$ cat src/design/pmm_pkg.sv
`timescale 1ns / 1ps
// ----------------------------------------------------------------------------
// pmm_pkg: shared types and constants of the paged memory manager
// Request codes, status codes, memory geometry and the request/response
// payload structs.
// ----------------------------------------------------------------------------
package pmm_pkg;
   localparam int NUM_PAGES  = 64;
   localparam int PAGE_BYTES = 256;
   localparam int MEM_BYTES  = NUM_PAGES * PAGE_BYTES;
   localparam int ADDR_W     = $clog2(MEM_BYTES);
   localparam int PAGE_W     = $clog2(NUM_PAGES);
   localparam int OFF_W      = $clog2(PAGE_BYTES);

   typedef enum logic [1:0] {
      REQ_NEW   = 2'd0,
      REQ_KILL  = 2'd1,
      REQ_STORE = 2'd2,
      REQ_LOAD  = 2'd3
   } req_kind_type;

   typedef enum logic [1:0] {
      ST_OK       = 2'd0,
      ST_NO_TABLE = 2'd1,
      ST_NO_DATA  = 2'd2
   } status_type;

   typedef struct packed {
      logic [1:0]  req_type;
      logic [7:0]  proc_id;
      logic [6:0]  pages_wanted;
      logic [13:0] vaddr;
      logic [7:0]  store_data;
   } req_type_s_type;

   typedef struct packed {
      logic [1:0]  status;
      logic [7:0]  load_data;
      logic [13:0] paddr;
   } rsp_type_s_type;
endpackage

$ cat src/design/pmm_if.sv
`timescale 1ns / 1ps
// ----------------------------------------------------------------------------
// pmm_if: valid/ready channel interfaces
// One interface for request beats and one for response beats.
// ----------------------------------------------------------------------------
interface pmm_req_if;
   logic        valid;
   logic        ready;
   logic [1:0]  req_type;
   logic [7:0]  proc_id;
   logic [6:0]  pages_wanted;
   logic [13:0] vaddr;
   logic [7:0]  store_data;
   modport source (output valid, req_type, proc_id, pages_wanted, vaddr, store_data,
                   input ready);
   modport sink   (input valid, req_type, proc_id, pages_wanted, vaddr, store_data,
                   output ready);
endinterface


$ cat src/design/pmm_front.sv
`timescale 1ns / 1ps
// ----------------------------------------------------------------------------
// pmm_front: request intake and queue
// Takes request beats into a two-entry queue that feeds the executor.
// ----------------------------------------------------------------------------
module pmm_front (
   input  logic                     clock,
   input  logic                     reset,
   pmm_req_if.sink                  req,
   output logic                     q_valid,
   output pmm_pkg::req_type_s_type  q_item,
   input  logic                     q_pop
);
   pmm_pkg::req_type_s_type mem_ff [2];
   logic       wp_ff, wp_in, rp_ff, rp_in;
   logic [1:0] cnt_ff, cnt_in;
   logic       push;

   assign req.ready = (cnt_ff != 2'd2);
   assign push      = req.valid && req.ready;
   assign q_valid   = (cnt_ff != 2'd0);
   assign q_item    = mem_ff[rp_ff];

   always_comb begin
      wp_in  = wp_ff ^ push;
      rp_in  = rp_ff ^ (q_pop && q_valid);
      cnt_in = cnt_ff + {1'b0, push} - {1'b0, q_pop && q_valid};
   end

   always_ff @(posedge clock) begin
      if (reset) begin
         wp_ff  <= 1'b0;
         rp_ff  <= 1'b0;
         cnt_ff <= 2'd0;
      end else begin
         wp_ff  <= wp_in;
         rp_ff  <= rp_in;
         cnt_ff <= cnt_in;
      end
      if (push) begin
         mem_ff[wp_ff] <= '{req_type: req.req_type, proc_id: req.proc_id,
                            pages_wanted: req.pages_wanted, vaddr: req.vaddr,
                            store_data: req.store_data};
      end
   end
endmodule

$ cat src/flat_wrapper.sv
// flat-port wrapper written by rule: the top's interface ports become plain ports
module pmm_front_flat 
  (clock, reset, q_valid, q_item, q_pop, req_valid, req_req_type, req_proc_id, req_pages_wanted, req_vaddr, req_store_data, req_ready);
  pmm_req_if req_i ();
  input  logic clock;
  input  logic reset;
  output logic q_valid;
  output pmm_pkg::req_type_s_type q_item;
  input  logic q_pop;
  input wire logic [$bits(req_i.valid)-1:0] req_valid;
  input wire logic [$bits(req_i.req_type)-1:0] req_req_type;
  input wire logic [$bits(req_i.proc_id)-1:0] req_proc_id;
  input wire logic [$bits(req_i.pages_wanted)-1:0] req_pages_wanted;
  input wire logic [$bits(req_i.vaddr)-1:0] req_vaddr;
  input wire logic [$bits(req_i.store_data)-1:0] req_store_data;
  output wire logic [$bits(req_i.ready)-1:0] req_ready;
  assign req_i.valid = req_valid;
  assign req_i.req_type = req_req_type;
  assign req_i.proc_id = req_proc_id;
  assign req_i.pages_wanted = req_pages_wanted;
  assign req_i.vaddr = req_vaddr;
  assign req_i.store_data = req_store_data;
  assign req_ready = req_i.ready;
  pmm_front u_core (.clock(clock), .reset(reset), .req(req_i), .q_valid(q_valid), .q_item(q_item), .q_pop(q_pop));
endmodule
$ cat config.mk
export PLATFORM = sky130hd
export DESIGN_NAME = pmm_front_flat
export DESIGN_NICKNAME = d
export VERILOG_FILES = /design/src/design/pmm_pkg.sv /design/src/design/pmm_if.sv /design/src/design/pmm_front.sv /design/src/flat_wrapper.sv
export SDC_FILE = /design/constraint.sdc
export NUM_CORES = 1
export LEC_CHECK = 0
export BUFFER_PORTS_ARGS = -buffer_cell sky130_fd_sc_hd__buf_2
export CAP_MARGIN = 20
export CELL_PAD_IN_SITES_DETAIL_PLACEMENT = 1
export CELL_PAD_IN_SITES_GLOBAL_PLACEMENT = 1
export CORE_AREA = 2 2 97 81
export CTS_CLUSTER_SIZE = 30
export DETAILED_ROUTE_END_ITERATION = 6
export DIE_AREA = 0 0 99 83
export PLACE_DENSITY_LB_ADDON = 0.1
export REMOVE_ABC_BUFFERS = 1
export SYNTH_ARGS = -nofsm -noshare
export SYNTH_HDL_FRONTEND = slang
export SYNTH_SLANG_ARGS = --single-unit
$ cat constraint.sdc
create_clock -name clock -period 2.4 [get_ports clock]
set_clock_uncertainty 0.1 [all_clocks]
set_input_delay 0.48 -clock clock [delete_from_list [all_inputs] [get_ports clock]]
set_output_delay 0.48 -clock clock [all_outputs]
set_load 0.05 [all_outputs]
# --- Word level (Yosys, flattened, before mapping) ---
# Memories as Yosys holds them, arrays and structs flattened. A register that Yosys moved wholly into a read port is not among the register bits.
# Cells that the tools add are included.
totals:
  regBits: 4
  ramBits: 78
  in_bits: 43
  out_inout_bits: 41
  wordCells: 15
  n_memories: 1
memory_table:
  columns: ["name", "depth", "word_bits", "rd", "rd_clocked_by_memory_dff", "write_ports", "line_no", "rtl"]
  rows:
  - ["u_core.mem_ff", 2, 39, 1, 1, 1, "pmm_front.sv:14", "pmm_pkg::req_type_s_type mem_ff [2];"]
op_classes:
  add_sub_neg: 2
  n_eq_ne: 1
  mux: 3
  bitwise: 2
  reduce_logical: 3
op_table:
  columns: ["op", "n"]
  rows:
  - ["1-bit two-way mux", 3]
  - ["2-bit by 1-bit adder with 2-bit output", 1]
  - ["1-bit logical AND", 2]
  - ["2-bit inequality test (second input constant)", 1]
  - ["2-bit nonzero test", 1]
  - ["2-bit by 1-bit subtractor with 2-bit output", 1]
  - ["1-bit XOR", 2]

# --- Longest topological paths before layout ---
logic_depth:
  depth_word: 4
  depth_mapped: 6
  ltp_nobuf: 6

# --- Least setup slack after synthesis ---
# Ideal clock, no wire load.
synth_path:
  path_kind: "reg-to-reg"
  from: "reg u_core.cnt_ff[0]"
  to: "mem u_core.mem_ff[1][0] (netlist name), enable pin"
  setup_time_ns: 0.400
  t_arrival_ns: 2.025
  t_required_ns: 1.900
  slack_ns: -0.125
  stages_incl_launch_ff: 4
  path_buffers: 0
  period_less_slack_ns: 2.525
  cell_sequence: "dfxtp_1 > nand2b_1 > and2_1 > ha_1"
synth_between:
  elab_chain_len: 4
synth_lines:
  columns: ["element", "line_no", "rtl"]
  rows:
  - ["start, declared", "pmm_front.sv:16", "logic [1:0] cnt_ff, cnt_in;"]
  - ["start signal, assigned", "pmm_front.sv:38", "cnt_ff <= cnt_in;"]
  - ["2-bit inequality test", "pmm_front.sv:19", "assign req.ready = (cnt_ff != 2'd2);"]
  - ["net req_ready", "flat_wrapper.sv:16", "output wire logic [$bits(req_i.ready)-1:0] req_ready;"]
  - ["1-bit logical AND", "pmm_front.sv:20", "assign push = req.valid && req.ready;"]
  - ["1-bit two-way mux", "pmm_front.sv:40", "if (push) begin"]
  - ["1-bit two-way mux (not written as such)", "pmm_front.sv:41", "mem_ff[wp_ff] <= '{req_type: req.req_type, proc_id: req.proc_id,"]
  - ["end, declared", "pmm_front.sv:14", null]
# The timed path passes the listed nets, and every way through them passes these cells.

==> impl_results.md <==
* Full die area at 8217 sq um
* Unrepaired setup endpoints after global routing: false
* First-pass detailed-route iteration total at 4
* Antenna Nets Post-Route at 0
* Worst-Margin Slew at 0.4212 ns
* Placed inst area at 3621 sq um
* Setup crit end kind: output pin
* Overall Global Routing Usage at 13.98%
* Synth Area in Adders at 1.648%
* Proportion of layout cells with a drive suffix above 1 at 58.92%
* WL final at 5.346 mm
* VDD IR-drop max at 589.5 uV
* CTS tree: built
* Yosys reg bits at 82
* Vias in the first global route at 1,719
* H-tree Lvls at 3
* Synth Area in XOR/XNOR at 0.7417%
* Period minus WS final at 2.302 ns
* Area of the mapped netlist at 3037 sq um
* CP max stage cell: dfxtp_2
* Top area cells in the synthesized netlist: edfxtp_1 77%, mux2_2 15%, dfxtp_1 2.6%
* Required time of the worst setup path at 1.82 ns
* Worst-Skew Late Latency at 0.33 ns
* Dpl cells at 316
* CP Class: reg2out
* Post-Synth Simple-Gate Area at 1.401%
* Slew HR at 71.92%
* Detailed Place HPWL at 3.825 mm
* Sequential area share after synthesis at 79.77%
* Cell Count, Final, Fillers Out at 331
* Final TNS setup at 0 ns
* Die height at 83 um
* Initial core utilization at 42.28%
* Clk slew on worst S/H paths at 0.07 ns
* First-pass GRT wire length at 8.749 mm
* Final worst path period share at 95.91%
* Design area at 3795 sq um
* PnR worst setup slack at 0.09814 ns
* Max FO, Critical Path at 29
* Via count at 1,565
* Largest family of logic cells by synthesized area: multiplexers
* Mapped Cells at 143
* Number of cell rows at 28
* CTS Buffer Depth at 2
* Arrival @ worst endpoint at 1.72 ns
* Worst-path cell chain: buf_12, mux2_2, buf_2
* Global placement routability congestion at 0.7034
* Share of the synthesized area in the top cell type at 77.13%
* Remaining DRCs at 0
* CTS Hold Buffers Added at 0
* Port Buffers at 83
* CP max stage delay at 0.54 ns
* Nets at 284
* Hold crit path type: in2reg
* Max-slew violations at 0
* Initial antenna violation count at 0
* Post-synth top area cell: edfxtp_1
* Total gr overflow at 0
* Die width at 99 um
* Num CTS Buffers at 9
* Layout Utilization at 52.84%
* Status: complete, no violations
* Leak at 1.430 nW
* Fmax achieved at 434.4 MHz
* Pre-CTS setup slack at 0.4575 ns
* Routed len/inst at 16.15 um
* Multiplexer area fraction after synthesis at 14.83%
* Pin count of the biggest net entering global routing at 30
* Hold Violations, Final at 0
* Critical Path Source Type: register
* # setup viols final at 0
* Yosys warns at 0
* Power, Total at 4.578 mW
* Max cap viols at 0
* Post-synthesis compound-gate area fraction at 0.2472%
* Initial drt markers at 55
* Yosys cell types at 13
* Ports at 84
* Antenna cells at 0
* Syn avg cell area at 21.24 sq um
* Post-CTS Resized at 0
* Via/cell ratio at 4.728
* P&R area growth vs syn at 24.97%
* Pwr Density at 1206 nW/um^2
* Area of the core at 7182 sq um
* Min Hold Slack at 0.2346 ns
* Setup bufs post-CTS at 0
* Clock Sinks at 82
* Root buffer cell: clkbuf_8
[critical path, delay by kind of cell (launching register included)]
family                 cells  cell delay [ns]
buffers and inverters      2             0.47
flip-flops                 1             0.54
multiplexers               1             0.38
[sequential cells by signal, summed over array words and instances (netlist names)]
signal / cells
u_core.wp_ff: 1
u_core.cnt_ff: 2
u_core.mem_ff: 78
u_core.rp_ff: 1
[report_power, final]
part | total (mW) | leakage (nW) | internal [mW] | switching (mW)
sequential | 1.93 | 0.762 | 1.84 | 0.0866
clock | 0.883 | 0.0886 | 0.463 | 0.420
combinational | 1.77 | 0.580 | 0.537 | 1.23
[cells by family after synthesis]
logic type | Yosys count
and+or+nand+nor | 8
xor gates and xnor gates | 1
DFF | 82
muxes | 40
AOI/OAI and AO/OA | 1
adders and majority gates | 4
buffers and inverters | 7
[worst paths after layout]
check | slack (ns) | start | end | depth (start not counted)
min | 0.23 | req_vaddr[4] | u_core.mem_ff[0][12] | 1
max reg2reg | 0.60 | u_core.cnt_ff[0] | u_core.mem_ff[0][30] | 4
max | 0.1 | u_core.rp_ff | q_item[24] | 3
min reg2reg | 0.50 | u_core.wp_ff | u_core.wp_ff | 3
[Yosys cell counts]
cell	number
and2_1	1
buf_4	4
dfxtp_1	4
edfxtp_1	78
ha_1	4
inv_1	3
mux2_2	40
nand2b_1	1
nor2_1	3
nor2b_1	2
o21a_1	1
or2_2	1
xnor3_1	1
[cells in the final DEF, fill, tap and decap left out, types with 2 or more instances in the layout]
cell,count
edfxtp_1,78
buf_2,83
buf_12,4
ha_1,2
nor2b_1,2
clkinv_1,3
clkbuf_8,9
dfxtp_1,3
nor2_1,3
ha_2,2
inv_1,3
mux2_2,40
[area by class of cell]
class,instances,area (sq um)
fillers,697,3387
flip-flops and latches,82,2424
multi-input cells,54,578.1
repair buffers,87,495.5
clock buffers,10,127.6
well taps,90,112.6
clock inverters,5,46.29
inverters,3,11.26
[layer usage]
metal | vias to the layer above | global-route usage (%) | part of all wire, %
met2 | 55 | 25.00 | 54
li1 | 741 | - | -
met5 | - | 0 | 0
met4 | 0 | 2.615 | 0.67
met1 | 764 | 15.48 | 39
met3 | 5 | 6.145 | 6.5
Power figures use the tool's default switching activity.
